===== config.mk =====
export PLATFORM = sky130hd
export DESIGN_NAME = bcas_fifo
export DESIGN_NICKNAME = d
export VERILOG_FILES = /design/src/design/bcas_pkg.sv /design/src/design/bcas_fifo.sv
export SDC_FILE = /design/constraint.sdc
export NUM_CORES = 1
export LEC_CHECK = 0
export BUFFER_PORTS_ARGS = -buffer_cell sky130_fd_sc_hd__buf_2
export CAP_MARGIN = 20
export CORE_MARGIN = 1
export CORE_UTILIZATION = 35
export CTS_BUF_LIST = sky130_fd_sc_hd__clkbuf_4 sky130_fd_sc_hd__clkbuf_8 sky130_fd_sc_hd__clkbuf_16
export CTS_CLUSTER_SIZE = 14
export DETAILED_ROUTE_END_ITERATION = 7
export HOLD_SLACK_MARGIN = 0.15
export PLACE_DENSITY = 0.5
export SLEW_MARGIN = 20
export SYNTH_ARGS = -nofsm -noshare
export SYNTH_HDL_FRONTEND = slang
export SYNTH_SLANG_ARGS = --single-unit

===== constraint.sdc =====
create_clock -name clk -period 5.2 [get_ports clk]
set_input_delay 1.04 -clock clk [delete_from_list [all_inputs] [get_ports clk]]
set_output_delay 1.04 -clock clk [all_outputs]
set_load 0.03 [all_outputs]

===== src/design/bcas_pkg.sv =====
// Shared types and constants for the bounds-checked array store.
// Used by bcas_front, bcas_fifo, bcas_back and bounds_checked_array_store_top.
`default_nettype none

package bcas_pkg;

	localparam int ARRAY_COUNT    = 16;
	localparam int ARRAY_CAPACITY = 1024;
	localparam int STORE_DEPTH    = ARRAY_COUNT * ARRAY_CAPACITY;

	localparam int ARR_W  = (ARRAY_COUNT > 1) ? $clog2(ARRAY_COUNT) : 1;
	localparam int ADDR_W = (STORE_DEPTH > 1) ? $clog2(STORE_DEPTH) : 1;

	localparam int FIFO_DEPTH = 4;
	localparam int FIFO_PTR_W = $clog2(FIFO_DEPTH);
	localparam int FIFO_CNT_W = $clog2(FIFO_DEPTH + 1);

	localparam logic [1:0] CMD_DIM   = 2'd0;
	localparam logic [1:0] CMD_READ  = 2'd1;
	localparam logic [1:0] CMD_WRITE = 2'd2;

	typedef enum logic [1:0] {
		OP_NONE  = 2'd0,
		OP_READ  = 2'd1,
		OP_WRITE = 2'd2
	} op_kind_t;

	typedef struct packed {
		op_kind_t          kind;
		logic [ADDR_W-1:0] addr;
		logic [31:0]       wdata;
		logic              status;
	} op_t;

	typedef enum logic [1:0] {
		ST_CLEAR = 2'b01,
		ST_RUN   = 2'b10
	} back_state_t;

endpackage

`default_nettype wire


===== src/design/bcas_fifo.sv =====
// Short queue of checked operations between front and back end.
// Depends on bcas_pkg.
`default_nettype none

module bcas_fifo (
	input  wire logic          clk,
	input  wire logic          arst_n,
	input  wire logic          push,
	input  wire bcas_pkg::op_t push_op,
	input  wire logic          pop,
	output bcas_pkg::op_t      head_op,
	output logic               full,
	output logic               empty
);

	bcas_pkg::op_t                   entry_q [bcas_pkg::FIFO_DEPTH];
	logic [bcas_pkg::FIFO_PTR_W-1:0] wr_ptr_q;
	logic [bcas_pkg::FIFO_PTR_W-1:0] rd_ptr_q;
	logic [bcas_pkg::FIFO_CNT_W-1:0] count_q;

	assign head_op = entry_q[rd_ptr_q];
	assign full    = count_q == bcas_pkg::FIFO_CNT_W'(bcas_pkg::FIFO_DEPTH);
	assign empty   = count_q == '0;

	always_ff @(posedge clk) begin
		if (push) begin
			entry_q[wr_ptr_q] <= push_op;
		end
	end

	always_ff @(posedge clk or negedge arst_n) begin
		if (!arst_n) begin
			wr_ptr_q <= '0;
			rd_ptr_q <= '0;
			count_q  <= '0;
		end else begin
			if (push) begin
				wr_ptr_q <= wr_ptr_q + 1'b1;
			end
			if (pop) begin
				rd_ptr_q <= rd_ptr_q + 1'b1;
			end
			case ({push, pop})
				2'b10:   count_q <= count_q + 1'b1;
				2'b01:   count_q <= count_q - 1'b1;
				default: count_q <= count_q;
			endcase
		end
	end

endmodule

`default_nettype wire


==> summary.txt <==
result of the run = finished, final reports clean
tightest hold margin = 0.375 ns
Setup WS pre-CTS = 2.08 ns
number of top-level pins = 104
Setup violations, final = 0
Hold Violations, Final = 0
class of the most critical hold timing path = in -> async
library cell occupying the most area in the post-synthesis netlist = edfxtp_1
Total Routing Usage GR = 0.128
latest clock arrival within the worst-skew pair = 0.49 ns
Post-synth EDFFs = 196
Setup Skew = 0.00962 ns
TritonCTS buffer count = 22
proportion of netlist area held by the largest area contributor = 0.782
total negative slack = 0 ns
number of setup buffers added after CTS = 0
nature of the critical path startpoint = register
Syn Std Cell Area = 7530 um^2
Post-synth top cells = edfxtp_1 (196), mux4_2 (48), dfrtp_1 (7), inv_1 (6)
prevailing post-synth register cell = edfxtp_1
Setup CP Type = reg -> out
wire length per cell after detailed routing = 19.2 um
Most Used Layer, Global Route = met2
synthesis warning total = 0
arithmetic-cell share of the synthesized area counting full adders, half adders and majority gates = 0.0110
Synth Area in Compound Gates = 0.00133
area enclosed by the die boundary = 22100 um^2
Global Route met2 Usage = 0.207
number of nets in the layout = 474
clock tree buffer depth = 3
CP max FO = 39
count of max-cap constraint violations = 0
met1 Resource Use GR = 0.170
most common cell in the synthesized netlist = edfxtp_1
number of instances in the synthesized netlist = 294
cts-stage hold buffer count = 0
biggest cell delay along the critical path = 1.05 ns
largest family of logic cells by synthesized area = multiplexers
final count of pins violating max slew = 0
PwrDens = 610 nW/um^2
half-perimeter wire length after detailed placement = 8010 um
first-pass detailed-route iteration total = 4
number of placement rows = 53
fraction of the mapped netlist area in simple logic gates = 0.00682
maximum vdd drop = 0.000229 V
unrepaired setup endpoints after global routing = no
Netlist cell types = 19
arrival time at the worst endpoint = 2.48 ns
via density per instance = 4.71
DRC marker count from the first detailed-route iteration = 165
number of nets in the synthesized netlist = 353
proportion of synthesized flip-flops having asynchronous set or reset = 0.0345
WP data required = 4.16 ns
clock tree from TritonCTS = built
slowest stage cell on the critical path = dfrtp_2
number of antenna violations at the first check in global routing = 1
clock period minus worst slack = 3.52 ns
post-detailed-routing wire length = 13600 um
final worst-path cycle share = 0.678
final routed DRC violation total = 0
share of cells above drive strength 1 = 0.462
Avg Cell Area, Syn = 25.6 um^2
quantity of I/O buffers inserted on ports = 103
number of global-route vias before repair = 3670
GR Layer Usage met3 = 0.0334
first-pass GRT wire length = 20900 um
number of nets still failing antenna checks after routing = 0
actual transition at the worst max-transition pin = 1.05 ns
clk slew on worst S/H paths = 0.06 ns
number of register bits inferred by synthesis = 203
Max Freq = 284 MHz
# clock sinks = 203
Cell Count, Final, Fillers Out = 707
core footprint = 21000 um^2
kind of end point of the critical path = output pin
static leakage = 3.13 nW
area delta synth->final = 19.9%
cell at the root of the clock tree = clkbuf_16
die extent in x = 149 um
Post-Place Cells = 666
Rel. slew slack = 0.303
top cells by area, synth = edfxtp_1 (78%), mux4_2 (14%), dfrtp_1 (2.3%), buf_12 (1.3%), ha_1 (0.83%)
vias after detailed routing = 3331
worst path cell trace = buf_4 -> mux4_2 -> buf_2
multiplexer share of the synthesized area = 0.147
sequential-to-total area share from yosys stat = 0.805
routability cong. = 0.649
CTS H-tree lvls = 1
total power = 5.51 mW
xor-xnor portion of the synthesized cell area = 0.00698
starting density of the core = 0.358
setup slack after layout = 1.68 ns
overflow left after global routing = 0
number of filler instances in the final layout = 1827
vertical die dimension = 149 um
maximum number of pins on one net before global-route repair = 40
number of gates given a new drive strength after cts = 0
## layout make-up
type	instances	area, um^2	share of cell area
sequential	203	6070	0.672
multi-input combinational	73	1310	0.145
clock buffer	34	677	0.0750
timing repair buffer	109	581	0.0643
tap	275	344	0.0381
clock inverter	6	25.0	0.00277
inverter	6	22.5	0.00250
antenna	1	2.50	0.000277
## cell families after synthesis
logic type,count (synthesis)
simple gates,10
mux,49
flops,203
fa+ha+maj,6
xor+xnor,6
buf+inv,18
compound gates,2
## metrics by stage
step / cell area (um^2) / utilization
detailed placement: 8320 / 0.396
global placement: 8290 / 0.395
floorplan: 7530 / -
finish: 9030 / 0.429
global route: 9020 / 0.429
CTS: 9020 / 0.429
## state kept, by name (all words and copies together) (netlist names)
name / flops
count_q: 3
entry_q: 196
rd_ptr_q: 2
wr_ptr_q: 2
## path summary, 6_finish.rpt
kind	to	slack, ns	depth (start not counted)	startpoint
worst min register to register	count_q[2]$_DFFE_PN0P_	0.50	1	count_q[2]$_DFFE_PN0P_
worst max-delay path	head_op[43]	1.68	3	rd_ptr_q[1]$_DFFE_PN0P_
max in group asynchronous	rd_ptr_q[0]$_DFFE_PN0P_	4.64	1	arst_n
worst min-delay path	count_q[2]$_DFFE_PN0P_	0.38	1	arst_n
worst max register to register	entry_q[0][27]$_DFFE_PP_	3.02	4	wr_ptr_q[0]$_DFFE_PN0P_
min in group clk	count_q[2]$_DFFE_PN0P_	0.50	1	count_q[2]$_DFFE_PN0P_
## where the power goes
group	switching, mW	leakage [nW]	internal (mW)	total [mW]
Combinational	1.06	0.889	0.653	1.71
Sequential	0.186	1.88	2.15	2.33
Clock	0.571	0.356	0.893	1.46
## cell usage in the layout (no fill, tap or decap), drive strengths merged
cell and instances:
nor3 1, o21ai 2, edfxtp 196, buf 109
fa 1, xnor2 2, dfrtp 7, clkinv 6
and3 1, clkbuf 34, nand2 3, mux4 49
diode 1, xor2 4, nor2 1, inv 6
ha 5, and2 4
## routing by layer
metal | share of wire | vias to the layer above
met2 | 0.48 | 89
met4 | 0.015 | 0
li1 | - | 1486
met5 | 0 | -
met3 | 0.065 | 19
met1 | 0.44 | 1737
## worst max-delay path: cells and delay by family (launching register included)
kind	cells	cell delay, ns
mux	1	0.34
buf+inv	2	0.57
flops	1	1.05
Power figures use the tool's default switching activity.
