$ cat src/design/bcas_pkg.sv
// Shared types and constants for the bounds-checked array store.
// Used by bcas_front, bcas_fifo, bcas_back and bounds_checked_array_store_top.
`default_nettype none

package bcas_pkg;

	localparam int ARRAY_COUNT    = 16;
	localparam int ARRAY_CAPACITY = 1024;
	localparam int STORE_DEPTH    = ARRAY_COUNT * ARRAY_CAPACITY;

	localparam int ARR_W  = (ARRAY_COUNT > 1) ? $clog2(ARRAY_COUNT) : 1;
	localparam int ADDR_W = (STORE_DEPTH > 1) ? $clog2(STORE_DEPTH) : 1;

	localparam int FIFO_DEPTH = 4;
	localparam int FIFO_PTR_W = $clog2(FIFO_DEPTH);
	localparam int FIFO_CNT_W = $clog2(FIFO_DEPTH + 1);

	localparam logic [1:0] CMD_DIM   = 2'd0;
	localparam logic [1:0] CMD_READ  = 2'd1;
	localparam logic [1:0] CMD_WRITE = 2'd2;

	typedef enum logic [1:0] {
		OP_NONE  = 2'd0,
		OP_READ  = 2'd1,
		OP_WRITE = 2'd2
	} op_kind_t;

	typedef struct packed {
		op_kind_t          kind;
		logic [ADDR_W-1:0] addr;
		logic [31:0]       wdata;
		logic              status;
	} op_t;

	typedef enum logic [1:0] {
		ST_CLEAR = 2'b01,
		ST_RUN   = 2'b10
	} back_state_t;

endpackage

`default_nettype wire

$ cat src/design/bcas_front.sv
// Front end: takes command beats, keeps the descriptor table, runs all checks
// and builds the element address. Depends on bcas_pkg.
`default_nettype none

module bcas_front (
	input  wire logic                 clk,
	input  wire logic                 arst_n,
	input  wire logic                 in_valid,
	output logic                      in_ready,
	input  wire logic [1:0]           cmd,
	input  wire logic [7:0]           array_number,
	input  wire logic signed [15:0]   first_index,
	input  wire logic signed [15:0]   second_index,
	input  wire logic signed [31:0]   write_value,
	input  wire logic                 q_full,
	input  wire logic                 clearing,
	output logic                      push,
	output bcas_pkg::op_t             push_op
);

	logic       in_use_q  [bcas_pkg::ARRAY_COUNT];
	logic       two_dim_q [bcas_pkg::ARRAY_COUNT];
	logic [7:0] size1_q   [bcas_pkg::ARRAY_COUNT];
	logic [7:0] size2_q   [bcas_pkg::ARRAY_COUNT];

	logic [bcas_pkg::ARR_W-1:0] idx;
	logic                       arr_ok;
	logic                       a_ok;
	logic                       b_ok;
	logic                       pos_ok;
	logic                       loc_ok;
	logic                       b_pos;
	logic [15:0]                prod;
	logic [15:0]                pos;
	logic [7:0]                 s1;
	logic [7:0]                 s2;

	assign in_ready = !q_full && !clearing;
	assign push     = in_valid && in_ready;

	always_comb begin
		idx    = array_number[bcas_pkg::ARR_W-1:0];
		arr_ok = {1'b0, array_number} < 9'(bcas_pkg::ARRAY_COUNT);
		s1     = size1_q[idx];
		s2     = size2_q[idx];
		a_ok   = !first_index[15] && (16'(first_index) < {8'h00, s1});
		b_ok   = !second_index[15] && (16'(second_index) < {8'h00, s2});
		prod   = 16'(first_index[7:0]) * 16'(s2);
		if (two_dim_q[idx]) begin
			pos = prod + {8'h00, second_index[7:0]};
		end else begin
			pos = {8'h00, first_index[7:0]};
		end
		pos_ok = {1'b0, pos} < 17'(bcas_pkg::ARRAY_CAPACITY);
		loc_ok = arr_ok && in_use_q[idx] && a_ok && (!two_dim_q[idx] || b_ok) && pos_ok;
		b_pos  = !second_index[15] && (second_index != 16'sd0);

		push_op.addr  = bcas_pkg::ADDR_W'(idx) * bcas_pkg::ADDR_W'(bcas_pkg::ARRAY_CAPACITY)
			+ bcas_pkg::ADDR_W'(pos);
		push_op.wdata = write_value;
		case (cmd)
			bcas_pkg::CMD_DIM: begin
				push_op.kind   = bcas_pkg::OP_NONE;
				push_op.status = !arr_ok;
			end
			bcas_pkg::CMD_READ: begin
				push_op.kind   = loc_ok ? bcas_pkg::OP_READ : bcas_pkg::OP_NONE;
				push_op.status = !loc_ok;
			end
			bcas_pkg::CMD_WRITE: begin
				push_op.kind   = loc_ok ? bcas_pkg::OP_WRITE : bcas_pkg::OP_NONE;
				push_op.status = !loc_ok;
			end
			default: begin
				push_op.kind   = bcas_pkg::OP_NONE;
				push_op.status = 1'b1;
			end
		endcase
	end

	always_ff @(posedge clk or negedge arst_n) begin
		if (!arst_n) begin
			for (int i = 0; i < bcas_pkg::ARRAY_COUNT; i++) begin
				in_use_q[i]  <= 1'b0;
				two_dim_q[i] <= 1'b0;
				size1_q[i]   <= 8'h00;
				size2_q[i]   <= 8'h00;
			end
		end else if (push && (cmd == bcas_pkg::CMD_DIM) && arr_ok) begin
			in_use_q[idx]  <= 1'b1;
			size1_q[idx]   <= first_index[7:0];
			two_dim_q[idx] <= b_pos;
			size2_q[idx]   <= b_pos ? second_index[7:0] : 8'h00;
		end
	end

endmodule

`default_nettype wire

$ cat config.mk
export PLATFORM = sky130hd
export DESIGN_NAME = bcas_front
export DESIGN_NICKNAME = d
export VERILOG_FILES = /design/src/design/bcas_pkg.sv /design/src/design/bcas_front.sv
export SDC_FILE = /design/constraint.sdc
export NUM_CORES = 1
export LEC_CHECK = 0
export BUFFER_PORTS_ARGS = -buffer_cell sky130_fd_sc_hd__clkbuf_2
export CAP_MARGIN = 20
export CORE_UTILIZATION = 55
export CTS_BUF_LIST = sky130_fd_sc_hd__clkbuf_4
export CTS_CLUSTER_SIZE = 40
export DETAILED_ROUTE_END_ITERATION = 7
export PLACE_DENSITY = 0.87
export RECOVER_POWER = 25
export SLEW_MARGIN = 5
export SYNTH_ARGS = -nofsm -noshare
export SYNTH_HDL_FRONTEND = slang
export SYNTH_SLANG_ARGS = --single-unit
$ cat constraint.sdc
create_clock -name clk -period 9.1 [get_ports clk]
set_clock_uncertainty 0.1 [all_clocks]
set_input_delay 1.365 -clock clk [delete_from_list [all_inputs] [get_ports clk]]
set_output_delay 1.365 -clock clk [all_outputs]
set_load 0.01 [all_outputs]
==> metrics.csv, run 1 <==
stage;metric;value;unit
outcome;outcome;finished with violations;
outcome;failing checks;DRC, capacitance limit, slew limit;
timing;minimum clock period;8920;ps
clocking;CTS Hold Buffers Added;0;
route;WL per Instance;22.2;µm
setup_path;CP delay by family, top;adder cells;
synth;sequential area share after synthesis;45.1;%
clocking;root buffer cell;clkbuf_4;
setup_path;type of origin of the critical path;input port;
timing;fin worst setup slack;180;ps
synth;top-area cell type share of the netlist area;45.1;%
synth;cell taking the most area after synthesis;dfrtp_1;
global_route;met3 GRT Util;5.97;%
place;DPL Wire Length;26100;µm
global_route;grt peak-use layer;met2;
finish;Layout Area Growth over Synthesis;9.63;%
timing;Final Cycle Share;98.0;%
pwr;static leakage;8.53;nW
floorplanning;# rows;62;
setup_path;worst path buffer plus inverter count;7;
setup_path;max incr delay on CP;570;ps
pwr;internal power;1.92;mW
place;Buffers on Ports;65;
route;Routed WL;40700;µm
route;remaining antenna violation count;0;
place;Final GP Congestion;0.947;
hold_path;worst min path class;reg -> reg;
global_route;first-pass GRT wire length;63100;µm
place;placed cell areas;0.0165;mm²
pwr;switching share of power;24.5;%
synth;syn_nets;1524;
synth;Synth Cell Area;0.0160;mm²
timing;Fin. Hold Viols;0;
floorplanning;core footprint;0.0286;mm²
clocking;Clock Tree Buf Depth;3;
synth;count of cell types in the netlist;62;
setup_path;CP max FO;12;
global_route;largest net degree at the start of global routing;135;
finish;NumNets Final;1589;
floorplanning;initial core utilization;55.8;%
global_route;global-route met1 utilization;35.7;%
route;DR vias;11500;
global_route;number of global-route vias before repair;11900;
route;drt drc;1;
timing;Fmax achieved;0.112;GHz
synth;Post-synth EDFFs;0;
synth;ys flop type;dfrtp_1;
synth;average size of a mapped cell;11.9;µm²
clocking;H-tree lvl count;3;
synth;Synth async-reset ratio;100;%
pwr;Sequential Power Share;50.8;%
setup_path;Worst EP required;7640;ps
floorplanning;Die Wd;172;µm
setup_path;Crit. End Element;primary output;
finish;Final Util;61.2;%
route;number of DRC violations after detailed-routing iteration 0;1224;
floorplanning;full die area;0.0297;mm²
floorplanning;Ports;130;
pwr;power per cell area;145;mW/mm²
timing;Final setup viols;0;
finish;layout cell share with drive strength beyond 1;31.3;%
global_route;initial antenna violation count;1;
route;Via density;6.28;
finish;design area;0.0175;mm²
place;pre-CTS WS;-34.1;ps
floorplanning;DIE HEIGHT;172;µm
pwr;Combinational Power Share;6.5;%
clocking;Worst-Skew Late Latency;660;ps
pwr;Max VDD drop;0.0000696;V
timing;setup TNS;0;ps
setup_path;CP max-delay cell;mux4_2;
clocking;total CTS buffers;71;
setup_path;WP data arrival;7460;ps
synth;flops & latches, synth;288;
clocking;CTS tree;built;
synth;Post-Synthesis Cells;1343;
synth;Yosys warning total;0;
global_route;remaining global-route overflow;0;
setup_path;CP Class;in -> out;
global_route;GRT Util Overall;28.2;%
pwr;NetSw;0.620;mW
clocking;clock sink total;288;
synth;top post-synthesis cells by area;dfrtp_1, mux4_2, mux2_2;
timing;slew at the pin closest to its max-slew limit;7090;ps
timing;max-slew violation count;135;
route;1st-pass router iterations;8;
setup_path;Crit path top cell by count;fa_1;
timing;worst rel slew slack;-373;%
pwr;Clock power frac;42.7;%
clocking;Reg clk slew, reported paths;60;ps
global_route;Global Route met2 Usage;45.5;%
finish;Layout fillers;1999;
run;Max-Cap Viols;1;
setup_path;r2r setup slk;8150;ps
## power by group through the flow
stage          logic, mW  registers, mW  clock network [mW]
2_1_floorplan      0.100           1.31                   0
3_3_place_gp       0.154           1.31                   0
3_5_place_dp       0.160           1.31                   0
4_1_cts            0.161           1.29                1.10
5_1_grt            0.181           1.29                1.16
6_report           0.165           1.29                1.08
## cell families after synthesis
logic type	count (synthesis)	share of synthesized area (%)
AO/OA/AOI/OAI	195	7.02
XOR/XNOR	13	0.713
adder cells (fa/ha/maj)	102	10.1
buffers and inverters	204	5.91
flip-flops	288	45.1
multiplexers	226	22.0
AND/OR/NAND/NOR	315	9.10
## synthesized netlist by cell type (all sizes together) (3+ instances only)
master   instances
a2111oi          5
a211oi           4
a21o             7
a21oi           11
and2            40
buf             52
clkbuf          63
dfrtp          288
fa              45
ha              57
inv             89
mux2           135
mux2i            5
mux4            86
nand2          187
nand2b          26
nand3           13
nand4            5
nor2            26
nor2b            3
nor3             3
nor4             3
o21ai          151
or4              3
xnor2           10
xor2             3
## registers in the layout (all words and copies together), names as in the netlist
| register | cells |
|---|---|
| size2_q | 128 |
| in_use_q | 16 |
| size1_q | 128 |
| two_dim_q | 16 |
## cell type report
cell class / instances / area (µm²) / share of cell area (%)
Inverter: 89 / 334 / 1.91
Timing Repair Buffer: 107 / 723 / 4.13
Clock buffer: 104 / 781 / 4.46
Sequential cell: 288 / 7210 / 41.2
Multi-Input combinational cell: 851 / 7880 / 45.0
Clock inverter: 10 / 100 / 0.572
Tap cell: 384 / 480 / 2.74
Antenna cell: 1 / 2.50 / 0.0143
## what timing repair did
action | in CTS | in global routing
gates cloned | 0 | 2
endpoints found under the setup margin | 1 | 4
setup buffers | 3 | 2
pin swaps | 0 | 5
resized for setup | 0 | 13
## layout by cell type (no fill, tap or decap), drive strengths merged, types with 11 or more instances in the layout
| cell | Yosys | final |
|---|---|---|
| and2 | 40 | 40 |
| a21oi | 11 | 11 |
| clkbuf | 63 | 171 |
| inv | 89 | 90 |
| ha | 57 | 57 |
| nor2 | 26 | 26 |
| fa | 45 | 45 |
| nand2 | 187 | 187 |
| dfrtp | 288 | 288 |
| mux2 | 135 | 135 |
| o21ai | 151 | 151 |
| nand3 | 13 | 13 |
| mux4 | 86 | 86 |
| nand2b | 26 | 26 |
| buf | 52 | 40 |
## path summary, 6_finish.rpt
| path | start | end | cells after the start |
|---|---|---|---|
| setup / recovery | array_number[0] | push_op[46] | 25 |
| hold / removal | in_use_q[13] | in_use_q[13] | 1 |
| setup reg to reg | size2_q[38] | size2_q[38] | 2 |
| hold reg to reg | in_use_q[13] | in_use_q[13] | 1 |
| max in group asynchronous | arst_n | size1_q[101] | 3 |
| min in group asynchronous | arst_n | size1_q[19] | 1 |
## metrics by stage
stage	power [mW]	instances	hold slack, ps
final	2.54	1834	372
after detailed placement	1.47	1711	357
after floorplan	1.41	1343	329
after CTS	2.55	1828	370
after global placement	1.46	1711	344
after global routing	2.63	1834	388
## layer usage
layer	routed length, µm	vias to the layer above
li1	-	4801
met1	15400	5826
met2	19800	727
met3	3780	163
met4	1760	0
met5	0	-
Power figures use the tool's default switching activity.
==> run 2, diff against run 1 <==
--- a/config.mk
+++ b/config.mk
@@ -5,6 +5,7 @@
 export SDC_FILE = /design/constraint.sdc
 export NUM_CORES = 1
 export LEC_CHECK = 0
+export ABC_AREA = 1
 export BUFFER_PORTS_ARGS = -buffer_cell sky130_fd_sc_hd__clkbuf_2
 export CAP_MARGIN = 20
 export CORE_UTILIZATION = 55
==> run 2 against run 1 <==
The run ends with capacitance limit, slew limit left; synthesized area fell by 3.2%; worst hold slack got worse by 14 ps; first-iteration DRC count rose by 69%; die area fell by 3.1%; sequential share of layout area rose by 1.2 points; register-to-register slack improved by 60 ps; synthesized cell count rose by 34%; non-clock buffer count rose by 13; maximum frequency rose by 1.5%; sequential cell count did not move; critical path depth rose by 6; largest cell class is now registers.
==> metrics.csv, run 2 <==
stage;metric;value;unit;change
synth;cell taking the most area after synthesis;dfrtp_1;;unchanged
outcome;outcome;finished with violations;;unchanged
place;Placed Cells;2150;;was 1711
clocking;CTS tree;built;;unchanged
synth;Yosys warning total;0;;unchanged
pwr;static leakage;8.31;nW;was 8.53 nW
route;remaining antenna violation count;0;;unchanged
setup_path;CP max FO;16;;was 12
pwr;switching share of power;26.2;%;was 24.5%
global_route;GRT Util Overall;32.0;%;was 28.2%
pwr;Design Power;2.48;mW;was 2.54 mW
synth;syn_nets;1984;;was 1524
setup_path;WP data arrival;7320;ps;was 7460 ps
route;WL per Instance;19.9;µm;was 22.2 µm
hold_path;worst min path class;reg -> reg;;unchanged
clocking;total CTS buffers;72;;was 71
timing;Fin. Hold Viols;0;;unchanged
synth;flops & latches, synth;288;;unchanged
synth;cell with the most instances after synthesis;nand2_1;;was dfrtp_1
synth;Post-synth EDFFs;0;;unchanged
route;number of DRC violations after detailed-routing iteration 0;2071;;was 1224
global_route;remaining global-route overflow;0;;unchanged
pwr;internal power;1.83;mW;was 1.92 mW
synth;Post-synth top cells;nand2_1, dfrtp_1, o21ai_0, inv_1, a22oi_1;;was dfrtp_1, nand2_1, o21ai_0, mux2_2
pwr;Sequential Power Share;51.8;%;was 50.8%
floorplanning;# rows;61;;was 62
floorplanning;DIE HEIGHT;170;µm;was 172 µm
setup_path;max incr delay on CP;550;ps;was 570 ps
global_route;first-pass GRT wire length;71600;µm;was 63100 µm
setup_path;Crit. End Element;primary output;;unchanged
synth;top post-synthesis cells by area;dfrtp_1, nand2_1, o21ai_0;;was dfrtp_1, mux4_2, mux2_2
floorplanning;Ports;130;;unchanged
synth;top-area cell type share of the netlist area;46.6;%;was 45.1%
outcome;failing checks;capacitance limit, slew limit;;was DRC, capacitance limit, slew limit
synth;ys flop type;dfrtp_1;;unchanged
timing;max-slew violation count;121;;was 135
synth;count of cell types in the netlist;40;;was 62
place;Final GP Congestion;0.967;;was 0.947
hold_path;Hold Crit Start;in_use_q[12];;was in_use_q[13]
run;Max-Cap Viols;1;;unchanged
floorplanning;initial core utilization;55.8;%;about the same
timing;worst rel slew slack;-335;%;was -373%
route;Routed WL;45400;µm;was 40700 µm
floorplanning;core footprint;0.0277;mm²;was 0.0286 mm²
timing;fin worst setup slack;312;ps;was 180 ps
finish;layout cell share with drive strength beyond 1;12.9;%;was 31.3%
route;DR vias;14100;;was 11.5k
route;Via density;6.16;;was 6.28
place;DPL Wire Length;30100;µm;was 26100 µm
floorplanning;Die Wd;170;µm;was 172 µm
finish;ANT cells;0;;was 1
finish;design area;0.0170;mm²;was 0.0175 mm²
setup_path;reg2reg start;size2_q[16];;was size2_q[38]
setup_path;Crit path top cell by count;nand2_1;;was fa_1
setup_path;CP Class;in -> out;;unchanged
finish;NumNets Final;2047;;was 1589
setup_path;CP max-delay cell;fa_1;;was mux4_2
pwr;power per cell area;146;mW/mm²;was 145 mW/mm²
floorplanning;full die area;0.0288;mm²;was 0.0297 mm²
finish;Final Util;61.4;%;was 61.2%
pwr;NetSw;0.650;mW;was 0.620 mW
timing;Final setup viols;0;;unchanged
setup_path;type of origin of the critical path;input port;;unchanged
clocking;CTS Hold Buffers Added;0;;unchanged
finish;Layout Area Growth over Synthesis;9.95;%;was 9.63%
route;drt drc;0;;was 1
synth;average size of a mapped cell;8.58;µm²;was 11.9 µm²
setup_path;Worst EP required;7640;ps;about the same
clocking;Worst-Skew Late Latency;670;ps;was 660 ps
finish;Cell Count, Final, Fillers Out;2287;;was 1834
hold_path;worst hold endpoint;in_use_q[12];;was in_use_q[13]
clocking;Reg clk slew, reported paths;70;ps;was 60 ps
finish;most frequent cells in the layout;nand2_1, dfrtp_1, o21ai_0;;was dfrtp_1, nand2_1, o21ai_0
finish;top flop regs;size1_q (128), size2_q (128);;unchanged
place;placed cell areas;0.0159;mm²;was 0.0165 mm²
setup_path;reg-to-reg endpoint;size2_q[16];;was size2_q[38]
clocking;Clock Tree Buf Depth;3;;unchanged
place;pre-CTS WS;189;ps;was -34.1 ps
timing;minimum clock period;8790;ps;was 8920 ps
global_route;number of global-route vias before repair;13800;;was 11.9k
timing;Final Cycle Share;96.6;%;was 98.0%
place;Buffers on Ports;65;;unchanged
pwr;Clock power frac;41.2;%;was 42.7%
finish;most common cell after layout, fill and taps aside;nand2_1;;was dfrtp_1
pwr;Combinational Power Share;7.0;%;was 6.5%
synth;Synth Cell Area;0.0155;mm²;was 0.0160 mm²
setup_path;length in cells of the worst reg-to-reg path;2;;unchanged
synth;sequential area share after synthesis;46.6;%;was 45.1%
setup_path;r2r setup slk;8210;ps;was 8150 ps
synth;Synth async-reset ratio;100;%;unchanged
hold_path;hold path depth;2;;was 1
global_route;initial antenna violation count;0;;was 1
global_route;largest net degree at the start of global routing;121;;was 135
clocking;clock sink total;288;;unchanged
timing;slew at the pin closest to its max-slew limit;6530;ps;was 7090 ps
clocking;root buffer cell;clkbuf_4;;unchanged
pwr;Max VDD drop;0.000119;V;was 0.0000696 V
synth;Post-Synthesis Cells;1803;;was 1343
clocking;H-tree lvl count;3;;unchanged
route;1st-pass router iterations;6;;was 8
timing;Fmax achieved;0.114;GHz;was 0.112 GHz
run 2: cell count changes after synthesis, sizes merged, moves of 38 or more:
cell and change:
o21ai +136, nand2 +352, mux2 -135, and2 -40, mux4 -86, a22oi +121, nor2 +38, inv +44
run 2: critical path, delay by kind of cell:
kind                     cells  cell delay [ps]
XOR/XNOR                     2              300
AO/OA/AOI/OAI                4              630
buffers and inverters        9             1030
AND/OR/NAND/NOR             10             1150
adder cells (fa/ha/maj)      6             2820
run 2: worst max path at each step:
stage               startpoint     endpoint  slack [ps]  depth (start not counted)
2_1_floorplan  array_number[0]  push_op[46]         960                         29
3_3_place_gp   array_number[0]  push_op[46]         360                         32
3_5_place_dp   array_number[0]  push_op[46]         190                         32
4_1_cts        array_number[0]  push_op[46]         170                         32
5_1_grt        array_number[0]  push_op[46]         -20                         31
6_report       array_number[0]  push_op[46]         310                         31
run 2: area by class of cell:
| type | count | area, µm² |
|---|---|---|
| Fill cell | 2190 | 10700 |
| Sequential cell | 288 | 7210 |
| Multi-Input combinational cell | 1246 | 7110 |
| Timing Repair Buffer | 120 | 872 |
| Clock buffer | 93 | 698 |
| Inverter | 138 | 527 |
| Tap cell | 378 | 473 |
| Clock inverter | 24 | 123 |
run 2: power groups by stage:
stage               Sequential [mW]  Clock [mW]  Combinational (mW)
finish                         1.29        1.02               0.174
global route                   1.29        1.10               0.187
CTS                            1.29        1.03               0.164
detailed placement             1.31           0               0.163
global placement               1.31           0               0.158
floorplan                      1.31           0              0.0918
run 2: kinds of logic after synthesis:
kind of cell	count (synthesis)	synth area share, %
fa+ha+maj	102	10.4
buf+inv	269	7.70
flops	288	46.6
xor+xnor	12	0.679
simple gates	662	17.1
compound gates	470	17.5
run 2: per-layer routing:
layer | GRT usage [%] | vias to the layer above | share of wire, %
li1 | - | 6092 | -
met1 | 42.3 | 6713 | 38
met2 | 47.4 | 1093 | 44
met3 | 8.96 | 184 | 13
met4 | 18.1 | 0 | 4.8
met5 | 0 | - | 0
run 2: metrics by stage:
stage | setup TNS (ps) | hold slack, ps
2_1_floorplan | 0 | 323
3_3_place_gp | 0 | 336
3_5_place_dp | 0 | 341
4_1_cts | 0 | 355
5_1_grt | -17.3 | 372
6_report | 0 | 358
run 2: repair_timing:
action,in CTS,in global routing
hold endpoints to repair,0,0
resized for setup,0,18
endpoints found under the setup margin,0,3
buffers inserted,0,13
